### src/rtl/core/occupancy_frontier_marker_macros.svh
// Assertion macros for the occupancy frontier marker.
// Included by the RTL files that carry concurrent assertions; no other dependencies.
`ifndef OCCUPANCY_FRONTIER_MARKER_MACROS_SVH
`define OCCUPANCY_FRONTIER_MARKER_MACROS_SVH
`ifndef SYNTH
// Checked property, disabled while reset is high
`define OFM_ASSERT(lbl, clk, rst, prop, msg) \
   lbl: assert property (@(posedge clk) disable iff (rst) prop) else $error(msg);
// Checked property that also holds during reset
`define OFM_ASSERT_ALWAYS(lbl, clk, prop, msg) \
   lbl: assert property (@(posedge clk) prop) else $error(msg);
`else
`define OFM_ASSERT(lbl, clk, rst, prop, msg)
`define OFM_ASSERT_ALWAYS(lbl, clk, prop, msg)
`endif
`endif

### src/rtl/core/ofm_pkg.sv
// Shared types and constants of the occupancy frontier marker.
// No dependencies; imported by every module of the block.
package ofm_pkg;

   // Field and port widths
   localparam int CFG_W        = 11;
   localparam int CELL_W       = 8;
   localparam int CELL_INDEX_W = 20;
   localparam int REQ_DATA_W   = 8;
   localparam int RSP_DATA_W   = 24;
   localparam int RSP_PAD_W    = RSP_DATA_W - CELL_INDEX_W - 1;
   localparam int CSR_ADDR_W   = 1;

   // Map size limits and reset size
   localparam int MIN_DIM   = 3;
   localparam int RESET_DIM = 1024;

   // Register indexes
   localparam logic [CSR_ADDR_W-1:0] REG_MAP_WIDTH  = 1'd0;
   localparam logic [CSR_ADDR_W-1:0] REG_MAP_HEIGHT = 1'd1;

   // Request kinds carried on tuser
   localparam logic REQ_CELL  = 1'b0;
   localparam logic REQ_FLUSH = 1'b1;

   // Occupancy codes
   localparam logic signed [CELL_W-1:0] CELL_UNKNOWN = -8'sd1;
   localparam logic signed [CELL_W-1:0] CELL_FREE    = 8'sd0;

   // What the window needs of one cell: free, or an unknown cell inside the
   // eligible index range
   typedef struct packed {
      logic free_c;
      logic unk;
   } ofm_entry_type;

   // One line buffer word: cells one row and two rows above
   typedef struct packed {
      ofm_entry_type upper;
      ofm_entry_type lower;
   } ofm_pair_type;

   // One window column, newest row on top
   typedef struct packed {
      ofm_entry_type top;
      ofm_entry_type mid;
      ofm_entry_type bot;
   } ofm_column_type;

   // Control of the item between the front stage and the window stage
   typedef struct packed {
      logic          valid;
      logic          emit;
      logic          last;
      logic          mask_upper;
      logic          mask_lower;
      ofm_entry_type entry;
   } ofm_ctl_type;

endpackage

### src/rtl/core/ofm_line_mem.sv
// Line buffer memory: one word per column, holding two rows of cell entries.
// Depends on ofm_pkg for the word type.
module ofm_line_mem #(
   parameter int DEPTH = 1024,
   localparam int AW = $clog2(DEPTH)
) (
   input  logic                 clock,
   input  logic                 rd_en,
   input  logic [AW-1:0]        rd_addr,
   output ofm_pkg::ofm_pair_type rd_data,
   input  logic                 wr_en,
   input  logic [AW-1:0]        wr_addr,
   input  ofm_pkg::ofm_pair_type wr_data
);
   import ofm_pkg::*;

   ofm_pair_type line_mem [DEPTH];
   ofm_pair_type rd_data_ff;

   // Synchronous write, registered read
   always_ff @(posedge clock) begin
      if (wr_en) begin
         line_mem[wr_addr] <= wr_data;
      end
      if (rd_en) begin
         rd_data_ff <= line_mem[rd_addr];
      end
   end

   assign rd_data = rd_data_ff;

endmodule

### src/rtl/core/ofm_front.sv
// Front stage: size registers, raster position tracking, cell classification
// and line buffer read issue. Depends on ofm_pkg and the assertion macros.
`include "occupancy_frontier_marker_macros.svh"
module ofm_front #(
   parameter int MAX_WIDTH  = 1024,
   parameter int MAX_HEIGHT = 1024,
   localparam int AW = $clog2(MAX_WIDTH),
   localparam int PW = $clog2(MAX_WIDTH * MAX_HEIGHT + MAX_WIDTH + 1),
   localparam int FW = (PW > ofm_pkg::CELL_INDEX_W) ? PW : ofm_pkg::CELL_INDEX_W
) (
   input  logic                            clock,
   input  logic                            reset,
   input  logic                            csr_we,
   input  logic [ofm_pkg::CSR_ADDR_W-1:0]  csr_addr,
   input  logic [ofm_pkg::CFG_W-1:0]       csr_wdata,
   input  logic                            take,
   input  logic                            req_type,
   input  logic signed [ofm_pkg::CELL_W-1:0] cell_value,
   input  logic                            s1_go,
   output logic                            drop,
   output logic                            rd_en,
   output logic [AW-1:0]                   rd_addr,
   output ofm_pkg::ofm_ctl_type            s1_ctl,
   output logic [AW-1:0]                   s1_addr,
   output logic [FW-1:0]                   s1_index
);
   import ofm_pkg::*;

   localparam int WW  = $clog2(MAX_WIDTH + 1);
   localparam int HW  = $clog2(MAX_HEIGHT + 1);
   localparam int RW  = $clog2(MAX_HEIGHT + 2);
   localparam int RW1 = RW + 1;
   localparam int RST_W = (RESET_DIM > MAX_WIDTH) ? MAX_WIDTH : RESET_DIM;
   localparam int RST_H = (RESET_DIM > MAX_HEIGHT) ? MAX_HEIGHT : RESET_DIM;

   logic [WW-1:0] width_ff, width_in;
   logic [HW-1:0] height_ff, height_in;
   logic [PW-1:0] pos_ff, pos_in;
   logic [RW-1:0] row_ff, row_in;
   logic [AW-1:0] col_ff, col_in;
   ofm_ctl_type   s1_ctl_ff, s1_ctl_in;
   logic [AW-1:0] s1_addr_ff;
   logic [FW-1:0] s1_index_ff;

   logic [WW-1:0]  clamp_w;
   logic [HW-1:0]  clamp_h;
   logic [RW1-1:0] rx;
   logic [RW1-1:0] hx;
   logic           in_frame;
   logic           col_nz;
   logic           col_last;
   logic           past_first;
   logic           above_last;
   logic           is_last;
   logic           keep;
   ofm_entry_type  entry;

   // Clamp written sizes into the supported range
   always_comb begin
      if (csr_wdata < CFG_W'(MIN_DIM)) begin
         clamp_w = WW'(MIN_DIM);
      end else if (32'(csr_wdata) > MAX_WIDTH) begin
         clamp_w = WW'(MAX_WIDTH);
      end else begin
         clamp_w = WW'(csr_wdata);
      end
      if (csr_wdata < CFG_W'(MIN_DIM)) begin
         clamp_h = HW'(MIN_DIM);
      end else if (32'(csr_wdata) > MAX_HEIGHT) begin
         clamp_h = HW'(MAX_HEIGHT);
      end else begin
         clamp_h = HW'(csr_wdata);
      end
   end

   // Size register writes
   always_comb begin
      width_in  = width_ff;
      height_in = height_ff;
      if (csr_we) begin
         case (csr_addr)
            REG_MAP_WIDTH:  width_in  = clamp_w;
            REG_MAP_HEIGHT: height_in = clamp_h;
            default: ;
         endcase
      end
   end

   // Position of the incoming item: row, column and linear index
   assign rx         = RW1'(row_ff);
   assign hx         = RW1'(height_ff);
   assign in_frame   = rx < hx;
   assign col_nz     = col_ff != '0;
   assign col_last   = col_ff == AW'(width_ff - WW'(1));
   assign past_first = (rx >= RW1'(2)) || ((rx == RW1'(1)) && col_nz);
   assign above_last = (rx + RW1'(2)) <= hx;
   assign is_last    = (rx == (hx + RW1'(1))) && !col_nz;

   // A flush inside the frame is discarded; a surplus cell acts as a flush
   assign drop = take && in_frame && (req_type == REQ_FLUSH);
   assign keep = take && !drop;

   // Classify the cell; only unknown cells in the eligible range count
   always_comb begin
      entry.free_c = in_frame && (cell_value == CELL_FREE);
      entry.unk    = above_last && past_first && (cell_value == CELL_UNKNOWN);
   end

   // Raster counters
   always_comb begin
      pos_in = pos_ff;
      row_in = row_ff;
      col_in = col_ff;
      if (csr_we) begin
         pos_in = '0;
         row_in = '0;
         col_in = '0;
      end else if (keep) begin
         if (is_last) begin
            pos_in = '0;
            row_in = '0;
            col_in = '0;
         end else begin
            pos_in = pos_ff + PW'(1);
            if (col_last) begin
               col_in = '0;
               row_in = row_ff + RW'(1);
            end else begin
               col_in = col_ff + AW'(1);
            end
         end
      end
   end

   // Hand-off register to the window stage
   always_comb begin
      s1_ctl_in = s1_ctl_ff;
      if (keep) begin
         s1_ctl_in.valid      = 1'b1;
         s1_ctl_in.emit       = past_first;
         s1_ctl_in.last       = is_last;
         s1_ctl_in.mask_upper = rx >= RW1'(1);
         s1_ctl_in.mask_lower = rx >= RW1'(2);
         s1_ctl_in.entry      = entry;
      end else if (s1_go) begin
         s1_ctl_in.valid = 1'b0;
      end
   end

   always_ff @(posedge clock) begin
      if (reset) begin
         width_ff  <= WW'(RST_W);
         height_ff <= HW'(RST_H);
         pos_ff    <= '0;
         row_ff    <= '0;
         col_ff    <= '0;
         s1_ctl_ff <= '0;
      end else begin
         width_ff  <= width_in;
         height_ff <= height_in;
         pos_ff    <= pos_in;
         row_ff    <= row_in;
         col_ff    <= col_in;
         s1_ctl_ff <= s1_ctl_in;
      end
   end

   // Payload of the hand-off: column address and judged cell index
   always_ff @(posedge clock) begin
      if (keep) begin
         s1_addr_ff  <= col_ff;
         s1_index_ff <= FW'(pos_ff) - FW'(width_ff) - FW'(1);
      end
   end

   // The line buffer word for this column is read as the item enters
   assign rd_en    = keep;
   assign rd_addr  = col_ff;
   assign s1_ctl   = s1_ctl_ff;
   assign s1_addr  = s1_addr_ff;
   assign s1_index = s1_index_ff;

   `OFM_ASSERT(a_col_in_row, clock, reset, WW'(col_ff) < width_ff, "column past map width")
   `OFM_ASSERT(a_frame_restart, clock, reset, keep && is_last && !csr_we |=> (pos_ff == '0) && (row_ff == '0), "frame did not restart after last cell")
   `OFM_ASSERT(a_rw_same_word, clock, reset, keep && s1_go && (s1_addr_ff == col_ff) |-> (row_ff == '0), "same-word read and write outside the first row")

endmodule

### src/rtl/core/ofm_window.sv
// Window stage: 3x3 neighborhood registers, line buffer write-back, frontier
// decision and result register. Depends on ofm_pkg.
module ofm_window #(
   parameter int FW = 21
) (
   input  logic                               clock,
   input  logic                               reset,
   input  ofm_pkg::ofm_ctl_type               s1_ctl,
   input  logic [FW-1:0]                      s1_index,
   input  logic                               s1_go,
   input  ofm_pkg::ofm_pair_type              rd_data,
   output logic                               wr_en,
   output ofm_pkg::ofm_pair_type              wr_data,
   input  logic                               rsp_tready,
   output logic                               rsp_valid,
   output logic [ofm_pkg::CELL_INDEX_W-1:0]   rsp_index,
   output logic                               rsp_frontier,
   output logic                               rsp_last
);
   import ofm_pkg::*;

   ofm_column_type col0;
   ofm_column_type col1_ff, col1_in;
   ofm_column_type col2_ff, col2_in;
   logic           frontier;
   logic           rsp_valid_ff, rsp_valid_in;
   logic [CELL_INDEX_W-1:0] rsp_index_ff;
   logic           rsp_frontier_ff;
   logic           rsp_last_ff;

   // Newest column: incoming cell plus the two rows above, masked where those
   // rows lie before the start of the frame
   always_comb begin
      col0.top = s1_ctl.entry;
      col0.mid = s1_ctl.mask_upper ? rd_data.upper : '0;
      col0.bot = s1_ctl.mask_lower ? rd_data.lower : '0;
   end

   // Write back: this cell becomes the upper row, the upper row moves down
   assign wr_en         = s1_go;
   assign wr_data.upper = col0.top;
   assign wr_data.lower = col0.mid;

   // Center is the middle of the previous column; the other eight neighbor it
   assign frontier = col1_ff.mid.free_c &&
                     (col0.top.unk || col0.mid.unk || col0.bot.unk ||
                      col1_ff.top.unk || col1_ff.bot.unk ||
                      col2_ff.top.unk || col2_ff.mid.unk || col2_ff.bot.unk);

   // Window shift
   always_comb begin
      col1_in = col1_ff;
      col2_in = col2_ff;
      if (s1_go) begin
         col1_in = col0;
         col2_in = col1_ff;
      end
   end

   // Result register valid
   always_comb begin
      rsp_valid_in = rsp_valid_ff;
      if (s1_go && s1_ctl.emit) begin
         rsp_valid_in = 1'b1;
      end else if (rsp_tready) begin
         rsp_valid_in = 1'b0;
      end
   end

   always_ff @(posedge clock) begin
      if (reset) begin
         col1_ff      <= '0;
         col2_ff      <= '0;
         rsp_valid_ff <= 1'b0;
      end else begin
         col1_ff      <= col1_in;
         col2_ff      <= col2_in;
         rsp_valid_ff <= rsp_valid_in;
      end
   end

   // Result payload
   always_ff @(posedge clock) begin
      if (s1_go && s1_ctl.emit) begin
         rsp_index_ff    <= s1_index[CELL_INDEX_W-1:0];
         rsp_frontier_ff <= frontier;
         rsp_last_ff     <= s1_ctl.last;
      end
   end

   assign rsp_valid    = rsp_valid_ff;
   assign rsp_index    = rsp_index_ff;
   assign rsp_frontier = rsp_frontier_ff;
   assign rsp_last     = rsp_last_ff;

endmodule

### src/rtl/core/occupancy_frontier_marker.sv
// Occupancy frontier marker, top level: stream ports, handshake glue and the
// front, line buffer and window units. Depends on ofm_pkg and the macros.
//
// Usage: grid cells enter on the req_ channel in raster order, one per
// transaction (tdata = cell value, tuser = 0), followed by W+1 flush
// transactions (tuser = 1) to drain the last rows. Each cell index f gets one
// rsp_ transaction carrying the index and the frontier flag; tlast marks the
// final cell of the map, after which a new frame starts.
// The csr_ port writes map width (index 0) and height (index 1); a write also
// restarts the frame. Write only while the block is idle.
// The result for cell f passes the hand-off register and then the result
// register once position f+W+1 is accepted, and waits while a result is held.
// Throughput: one transaction per cycle while no result is held back, set
// by one read and one write of the line buffer word per column, on separate ports.
// Reset clears the counters, the window and the size registers (1024 x 1024,
// clamped to the maximum); the line buffer needs no clearing because rows
// before the start of a frame are masked on read.
// When rsp_tready is low with a result held, transactions without a result
// still pass; the first that carries one waits in the hand-off stage and
// req_tready stays low until the held result is taken.
`include "occupancy_frontier_marker_macros.svh"
module occupancy_frontier_marker #(
   parameter int MAX_WIDTH  = 1024,
   parameter int MAX_HEIGHT = 1024
) (
   input  logic                             clock,
   input  logic                             reset,
   // configuration writes
   input  logic                             csr_we,
   input  logic [ofm_pkg::CSR_ADDR_W-1:0]   csr_addr,
   input  logic [ofm_pkg::CFG_W-1:0]        csr_wdata,
   // request channel
   input  logic                             req_tvalid,
   output logic                             req_tready,
   input  logic [ofm_pkg::REQ_DATA_W-1:0]   req_tdata,  // [7:0] cell_value
   input  logic                             req_tuser,  // [0] req_type
   // result channel
   output logic                             rsp_tvalid,
   input  logic                             rsp_tready,
   output logic [ofm_pkg::RSP_DATA_W-1:0]   rsp_tdata,  // [19:0] cell_index, [20] is_frontier
   output logic                             rsp_tlast   // last_cell
);
   import ofm_pkg::*;

   localparam int AW = $clog2(MAX_WIDTH);
   localparam int PW = $clog2(MAX_WIDTH * MAX_HEIGHT + MAX_WIDTH + 1);
   localparam int FW = (PW > CELL_INDEX_W) ? PW : CELL_INDEX_W;

   logic signed [CELL_W-1:0] cell_value;
   logic                     take;
   logic                     drop;
   logic                     s1_go;
   logic                     rd_en;
   logic [AW-1:0]            rd_addr;
   ofm_pair_type             rd_data;
   logic                     wr_en;
   ofm_pair_type             wr_data;
   ofm_ctl_type              s1_ctl;
   logic [AW-1:0]            s1_addr;
   logic [FW-1:0]            s1_index;
   logic [CELL_INDEX_W-1:0]  rsp_index;
   logic                     rsp_frontier;

   assign cell_value = req_tdata;

   // Hand-off stage moves unless it carries a result that cannot be placed
   assign s1_go      = s1_ctl.valid && (!s1_ctl.emit || !rsp_tvalid || rsp_tready);
   assign req_tready = !s1_ctl.valid || s1_go;
   assign take       = req_tvalid && req_tready;

   ofm_front #(
      .MAX_WIDTH  (MAX_WIDTH),
      .MAX_HEIGHT (MAX_HEIGHT)
   ) u_front (
      .clock      (clock),
      .reset      (reset),
      .csr_we     (csr_we),
      .csr_addr   (csr_addr),
      .csr_wdata  (csr_wdata),
      .take       (take),
      .req_type   (req_tuser),
      .cell_value (cell_value),
      .s1_go      (s1_go),
      .drop       (drop),
      .rd_en      (rd_en),
      .rd_addr    (rd_addr),
      .s1_ctl     (s1_ctl),
      .s1_addr    (s1_addr),
      .s1_index   (s1_index)
   );

   ofm_line_mem #(
      .DEPTH (MAX_WIDTH)
   ) u_line_mem (
      .clock   (clock),
      .rd_en   (rd_en),
      .rd_addr (rd_addr),
      .rd_data (rd_data),
      .wr_en   (wr_en),
      .wr_addr (s1_addr),
      .wr_data (wr_data)
   );

   ofm_window #(
      .FW (FW)
   ) u_window (
      .clock        (clock),
      .reset        (reset),
      .s1_ctl       (s1_ctl),
      .s1_index     (s1_index),
      .s1_go        (s1_go),
      .rd_data      (rd_data),
      .wr_en        (wr_en),
      .wr_data      (wr_data),
      .rsp_tready   (rsp_tready),
      .rsp_valid    (rsp_tvalid),
      .rsp_index    (rsp_index),
      .rsp_frontier (rsp_frontier),
      .rsp_last     (rsp_tlast)
   );

   // Result packing
   assign rsp_tdata = {{RSP_PAD_W{1'b0}}, rsp_frontier, rsp_index};

   `OFM_ASSERT(a_blocked_stalls_input, clock, reset, s1_ctl.valid && s1_ctl.emit && rsp_tvalid && !rsp_tready |-> !req_tready, "input taken while hand-off stage is blocked")
   `OFM_ASSERT_ALWAYS(a_silent_item_drains, clock, s1_ctl.valid && !s1_ctl.emit |-> s1_go, "item without result held in hand-off stage")
   `OFM_ASSERT(a_kept_item_staged, clock, reset, take && !drop |=> s1_ctl.valid, "accepted cell missing from hand-off stage")

endmodule

### config.mk
export PLATFORM = sky130hd
export DESIGN_NAME = occupancy_frontier_marker
export DESIGN_NICKNAME = d
export VERILOG_FILES = /design/src/rtl/core/ofm_pkg.sv /design/src/rtl/core/ofm_line_mem.sv /design/src/rtl/core/ofm_front.sv /design/src/rtl/core/ofm_window.sv /design/src/rtl/core/occupancy_frontier_marker.sv
export VERILOG_INCLUDE_DIRS = /design/src /design/src/rtl/core
export SDC_FILE = /design/constraint.sdc
export NUM_CORES = 2
export LEC_CHECK = 0
export BUFFER_PORTS_ARGS = -buffer_cell sky130_fd_sc_hd__buf_2
export CAP_MARGIN = 20
export CORE_AREA = 2 2 523 421
export DETAILED_ROUTE_END_ITERATION = 6
export DIE_AREA = 0 0 525 423
export PLACE_DENSITY = 0.76
export REMOVE_ABC_BUFFERS = 1
export SYNTH_ARGS = -nofsm -noshare
export SYNTH_HDL_FRONTEND = slang
export SYNTH_SLANG_ARGS = --single-unit
### constraint.sdc
create_clock -name clock -period 42.3 [get_ports clock]
set_input_delay 4.23 -clock clock [delete_from_list [all_inputs] [get_ports clock]]
set_output_delay 4.23 -clock clock [all_outputs]
set_load 0.02 [all_outputs]
Word level (Yosys, flattened, before mapping)
Memories as Yosys holds them, arrays and structs flattened. A register that Yosys moved wholly into a read port is not among the register bits.
Cells that the tools add are included.

word-level totals
  memories = 1
  register bits = 131
  output and inout port bits = 27
  bits in writable memories = 4,096
  word-level logic and storage cells = 97
  bits of input ports = 26

memories
  memory               words  width  read ports  clocked after memory_dff  wr ports  RTL line            source
  u_line_mem.line_mem  1,024  4      1           1                         1         ofm_line_mem.sv:17  ofm_pair_type line_mem [DEPTH];

cells by class
  $lt $le $gt $ge = 6
  $add $sub $neg = 8
  multiplexer cells = 15
  bitwise gates (word level) = 1
  equality and inequality tests = 4
  reductions and logical operators = 37

operator list
  kind                                                                 number
  two-way mux 11 bit                                                   4
  adder 21 x 1 -> 21 bit (second input constant)                       1
  two-way mux 21 bit                                                   1
  two-way mux 10 bit                                                   2
  subtractor 20 x 1 -> 20 bit (second input constant)                  1
  subtractor 20 x 11 -> 20 bit                                         1
  adder 11 x 1 -> 12 bit (second input constant)                       1
  adder 11 x 2 -> 12 bit (second input constant)                       1
  == test 11 x 12 -> 1 bit                                             1
  less-or-equal comparator 12 x 11 -> 1 bit                            1
  logical AND 1 bit                                                    12
  adder 11 x 1 -> 11 bit (second input constant)                       1
  == test 11 x 1 -> 1 bit (second input constant)                      1
  greater-or-equal comparator 11 x 1 -> 1 bit (second input constant)  1
  greater-or-equal comparator 11 x 2 -> 1 bit (second input constant)  1
  > comparator 11 bit (second input constant)                          1
  logical OR 1 bit                                                     11
  < comparator 11 bit                                                  1
  < comparator 11 x 2 -> 1 bit (second input constant)                 1
  adder 10 x 1 -> 10 bit (second input constant)                       1
  == test 10 bit                                                       1
  nonzero test 10 bit                                                  1
  subtractor 10 x 1 -> 10 bit (second input constant)                  1
  == test 8 x 1 -> 1 bit (second input constant)                       1
  other kinds (8)                                                      22

Depth between registers and ports, before layout
  depth after elaboration = 11
  mapped depth = 16

Modules after synthesis
From an unflattened synthesis, not the netlist that was laid out.

unflattened totals
  cells, all modules = 9,080
  area total of the unflattened synthesis = 169,497.6 µm²

modules (own cells, without submodules)
  module                     instances  cells each  area an instance (µm²)
  ofm_line_mem               1          8,290       162,138.0
  ofm_front                  1          717         6,254.7
  ofm_window                 1          63          1,027.2
  occupancy_frontier_marker  1          10          77.6

Worst setup path after synthesis
OpenSTA, ideal clock, no wires.

  path kind = register to register
  start point = reg u_front.s1_ctl_ff (netlist bit u_front.s1_ctl[3])
  end point = mem u_line_mem.line_mem[0][0] (netlist bit), data pin
  cell stages (with the launch flop) = 2
  library setup time = 2,876 ps
  buffers on the path = 0
  clock period less this slack = 16,038 ps
  arrival time = 13,162 ps
  slack = 26,262 ps
  path through = dfxtp_1 -> and2_1

RTL lines
  element                 RTL line            source
  start, declared         ofm_front.sv:41     ofm_ctl_type s1_ctl_ff, s1_ctl_in;
  start signal, assigned  ofm_front.sv:164    s1_ctl_ff <= s1_ctl_in;
  end, declared           ofm_line_mem.sv:17

Worst setup path after layout
  start point = in rsp_tready
  end point = out req_tready

on the way
  longest elaborated chain between the ends = 3

ends and longest elaborated chain
  element            RTL line                         source
  start, declared    occupancy_frontier_marker.sv:39  input logic rsp_tready,
  logical OR 1 bit   occupancy_frontier_marker.sv:67  assign s1_go = s1_ctl.valid && (!s1_ctl.emit || !rsp_tvalid || rsp_tready);
  logical AND 1 bit  occupancy_frontier_marker.sv:67
  logical OR 1 bit   occupancy_frontier_marker.sv:68  assign req_tready = !s1_ctl.valid || s1_go;
  end, declared      occupancy_frontier_marker.sv:34  output logic req_tready,

No other way between the ends.

==> impl_metrics.ini <==
[run_status]
status = finished with violations
violations = design-rule violations

[hold_path]
hold_start = u_front.s1_index[12]$_DFFE_PP_
hold_depth = 0
min_to = u_window.rsp_index[12]$_DFFE_PP_
hold_class = reg -> reg

[drt]
drc = 2
dr_wl_met2_um = 159500
wl_met3_um = 55170
drt_iter0_markers = 13940
dr_total_vias = 72640
wl_um = 358900
routedWlPerCell_um = 35.09
first_pass_iters = 7
vias_per_cell = 7.103
m1WireLength_um = 126300
routed.top_layer = met5
ant_nets = 0

[sta]
hold_viol = 0
maxSlewViolCount = 0
hold_ws_ns = 0.4135
setup_violations = 0
max_freq_ghz = 0.1089
tightestPinTransition_ns = 1.304
finClkSkew_ns = 0.06176
maxSlewHeadroom = 0.1304
rsz0062_at_grt = no
period_minus_slack_ns = 9.184
post-route-period-util = 0.2171
fin_tns_setup_ns = 0

[synthesis]
ys.warnings.count = 0
async_flop_share = 0
avgSynthCellArea_um2 = 18.28
syn_area_um2 = 129300
ys_ff_latch = 3205
synth_edf_count = 3127
synth.distinct_cells = 86
synth_top_area_cell = edfxtp_1
syn-instance-count = 7075
synthFlopType = edfxtp_1
synthTopCellsByArea = edfxtp_1 73%, mux4_2 13%, nor2_1 3.3%
yosysSeqAreaShare = 0.7382
synth_top_area_frac = 0.7261

[clocking]
cts_resized = 0
h-tree-depth = 5
cts_tree = built
post_cts_buffers = 0
clk_path_buf_depth = 4
clk_pin_slew_ns = 0.06
clkSinkCount = 3205
hold_buffers = 0
clock_latency_ns = 0.88
cts_inserted_buffers = 298
root_buffer = clkbuf_16

[critical_path]
crit_path_start_kind = input port
cp_cell_sequence = buf_2 -> nor2b_1 -> nand3_1 -> buf_2
path_common_cell = buf_2
reg2reg_to = u_line_mem.rd_data[0]$_DFFE_PP_
critical-path-slowest-cell = nor2b_1
critPathLaunch = rsp_tready
reg2reg_from = u_front.rd_addr[0]$_SDFFE_PP0P_
slowest_delay_ns = 0.21
cp_data_required_time_ns = 38.07
reg2reg_depth = 12
crit_path_end_kind = output port
critPathMaxFanout = 4
critPathKind = in -> out
reg2reg_slack_ns = 34.12
crit_arrival_ns = 4.95

[finish]
area_growth_pct = 9.722
fin_cells = 10230
fillCellCount = 13820
nets = 7187
drive_gt1_frac = 0.1999

[power_and_ir_drop]
vdd_drop_max_uv = 40.52
p_per_area_nw_per_um2 = 43.45
p_leak_nw = 41.37

[floorplanning]
initial_core_util = 0.5973
rows = 153
die_w_um = 525
die_h_um = 423
core_um2 = 216500
die_area_um2 = 222100
ios = 53

[global_route]
grt_pass1_wl_um = 507700
gr-total-overflow = 0
grt_pass1_vias = 69520
grt_max_degree = 253
antenna_found_initial = 23
gr-usage-all-layers = 0.3208

[placement]
io_buffers = 49
dp_hpwl_um = 204100
place.gp.congestion = 0.9023
dp_cells = 9671

[job]
maxCapViolCount = 0
## flip-flops by register name (all words and copies together), names as in the netlist
signal / flops
u_window.rsp_frontier: 1
u_front.s1_addr: 10
u_front.s1_ctl: 7
u_line_mem.line_mem: 3072
u_window.rsp_valid: 1
u_window.col2_ff: 3
u_window.col1_ff: 4
u_line_mem.rd_data: 3
u_window.rsp_last: 1
u_front.row_ff: 11
u_front.width_ff: 11
u_front.s1_index: 20
u_front.height_ff: 11
u_front.rd_addr: 10
u_window.rsp_index: 20
u_front.pos_ff: 20
## routing by layer
metal  track usage  vias up
li1              -    28300
met1        0.4525    36810
met3        0.1013      978
met4        0.1378        8
met2        0.4665     6536
met5      0.003871        -
## cell type report
type	count	area [µm²]	share of cell area
diodes	15	37.54	0.0002645
repair buffers	253	2146	0.01512
well taps	2867	3587	0.02528
inverters	40	155.1	0.001093
flip-flops and latches	3205	95490	0.6730
clock inverters	164	1300	0.009162
multi-input cells	3318	31270	0.2204
clock buffers	365	7909	0.05574
## worst max-delay path, delay by kind of cell
kind          cells  cell delay [ns]
buf+inv           2             0.32
simple gates      2             0.41
## logic make-up after synthesis
logic type / synth area share
mux: 0.1465
fa+ha+maj: 0.004412
compound gates: 0.03076
buf+inv: 0.02212
xor+xnor: 0.005283
flops: 0.7382
other cells: 0.00002900
simple gates: 0.05273
## per-stage QoR
| step | setup slack [ns] | power, mW | util | area (µm²) |
|---|---|---|---|---|
| finish | 33.12 | 6.165 | 0.6554 | 141900 |
| global placement | 33.08 | 3.628 | 0.6109 | 132300 |
| detailed placement | 33.11 | 3.631 | 0.6117 | 132400 |
| global route | 33.04 | 6.291 | 0.6552 | 141900 |
| floorplan | 0.8801 | 3.677 | - | 126600 |
| CTS | 33.10 | 6.170 | 0.6542 | 141600 |
## worst max path at each step
stage / end / slack [ns]
2_1_floorplan: u_front.rd_addr[0]$_SDFFE_PP0P_ / 0.88
3_3_place_gp: req_tready / 33.08
3_5_place_dp: req_tready / 33.11
4_1_cts: req_tready / 33.10
5_1_grt: req_tready / 33.04
6_report: req_tready / 33.12
## cell usage after synthesis (17+ instances only)
| library cell | number |
|---|---|
| clkbuf_1 | 301 |
| buf_4 | 56 |
| nand3_1 | 54 |
| xnor2_1 | 50 |
| ha_1 | 44 |
| xor2_1 | 28 |
| buf_6 | 41 |
| a22oi_1 | 76 |
| dfxtp_1 | 78 |
| a211oi_1 | 24 |
| nand4_1 | 29 |
| a22o_1 | 20 |
| o211ai_1 | 17 |
| buf_2 | 67 |
| nor4_1 | 18 |
| o21ai_0 | 63 |
| buf_1 | 34 |
| o22ai_1 | 52 |
| o221ai_1 | 22 |
| nor2_1 | 1143 |
| a221oi_1 | 45 |
| edfxtp_1 | 3127 |
| a21oi_1 | 137 |
| nor3_1 | 48 |
| inv_1 | 39 |
| mux2i_1 | 234 |
| mux4_2 | 727 |
| nand2_1 | 224 |
## power by group
| part | internal [mW] | switching [mW] |
|---|---|---|
| sequential | 3.45 | 0.00432 |
| clock | 1.44 | 1.16 |
| combinational | 0.0401 | 0.0730 |
## layout by cell type (no fill, tap or decap), drive strengths merged, types with 28 or more instances in the layout
master / n
nand4: 29
a22oi: 76
ha: 44
dfxtp: 78
clkinv: 123
edfxtp: 3127
a21oi: 137
nand2: 227
xor2: 28
inv: 54
nor3: 48
xnor2: 50
clkbuf: 367
o22ai: 52
mux4: 732
nor2: 1143
o21ai: 65
a221oi: 45
mux2i: 234
nand3: 55
buf: 250
Power figures use the tool's default switching activity.
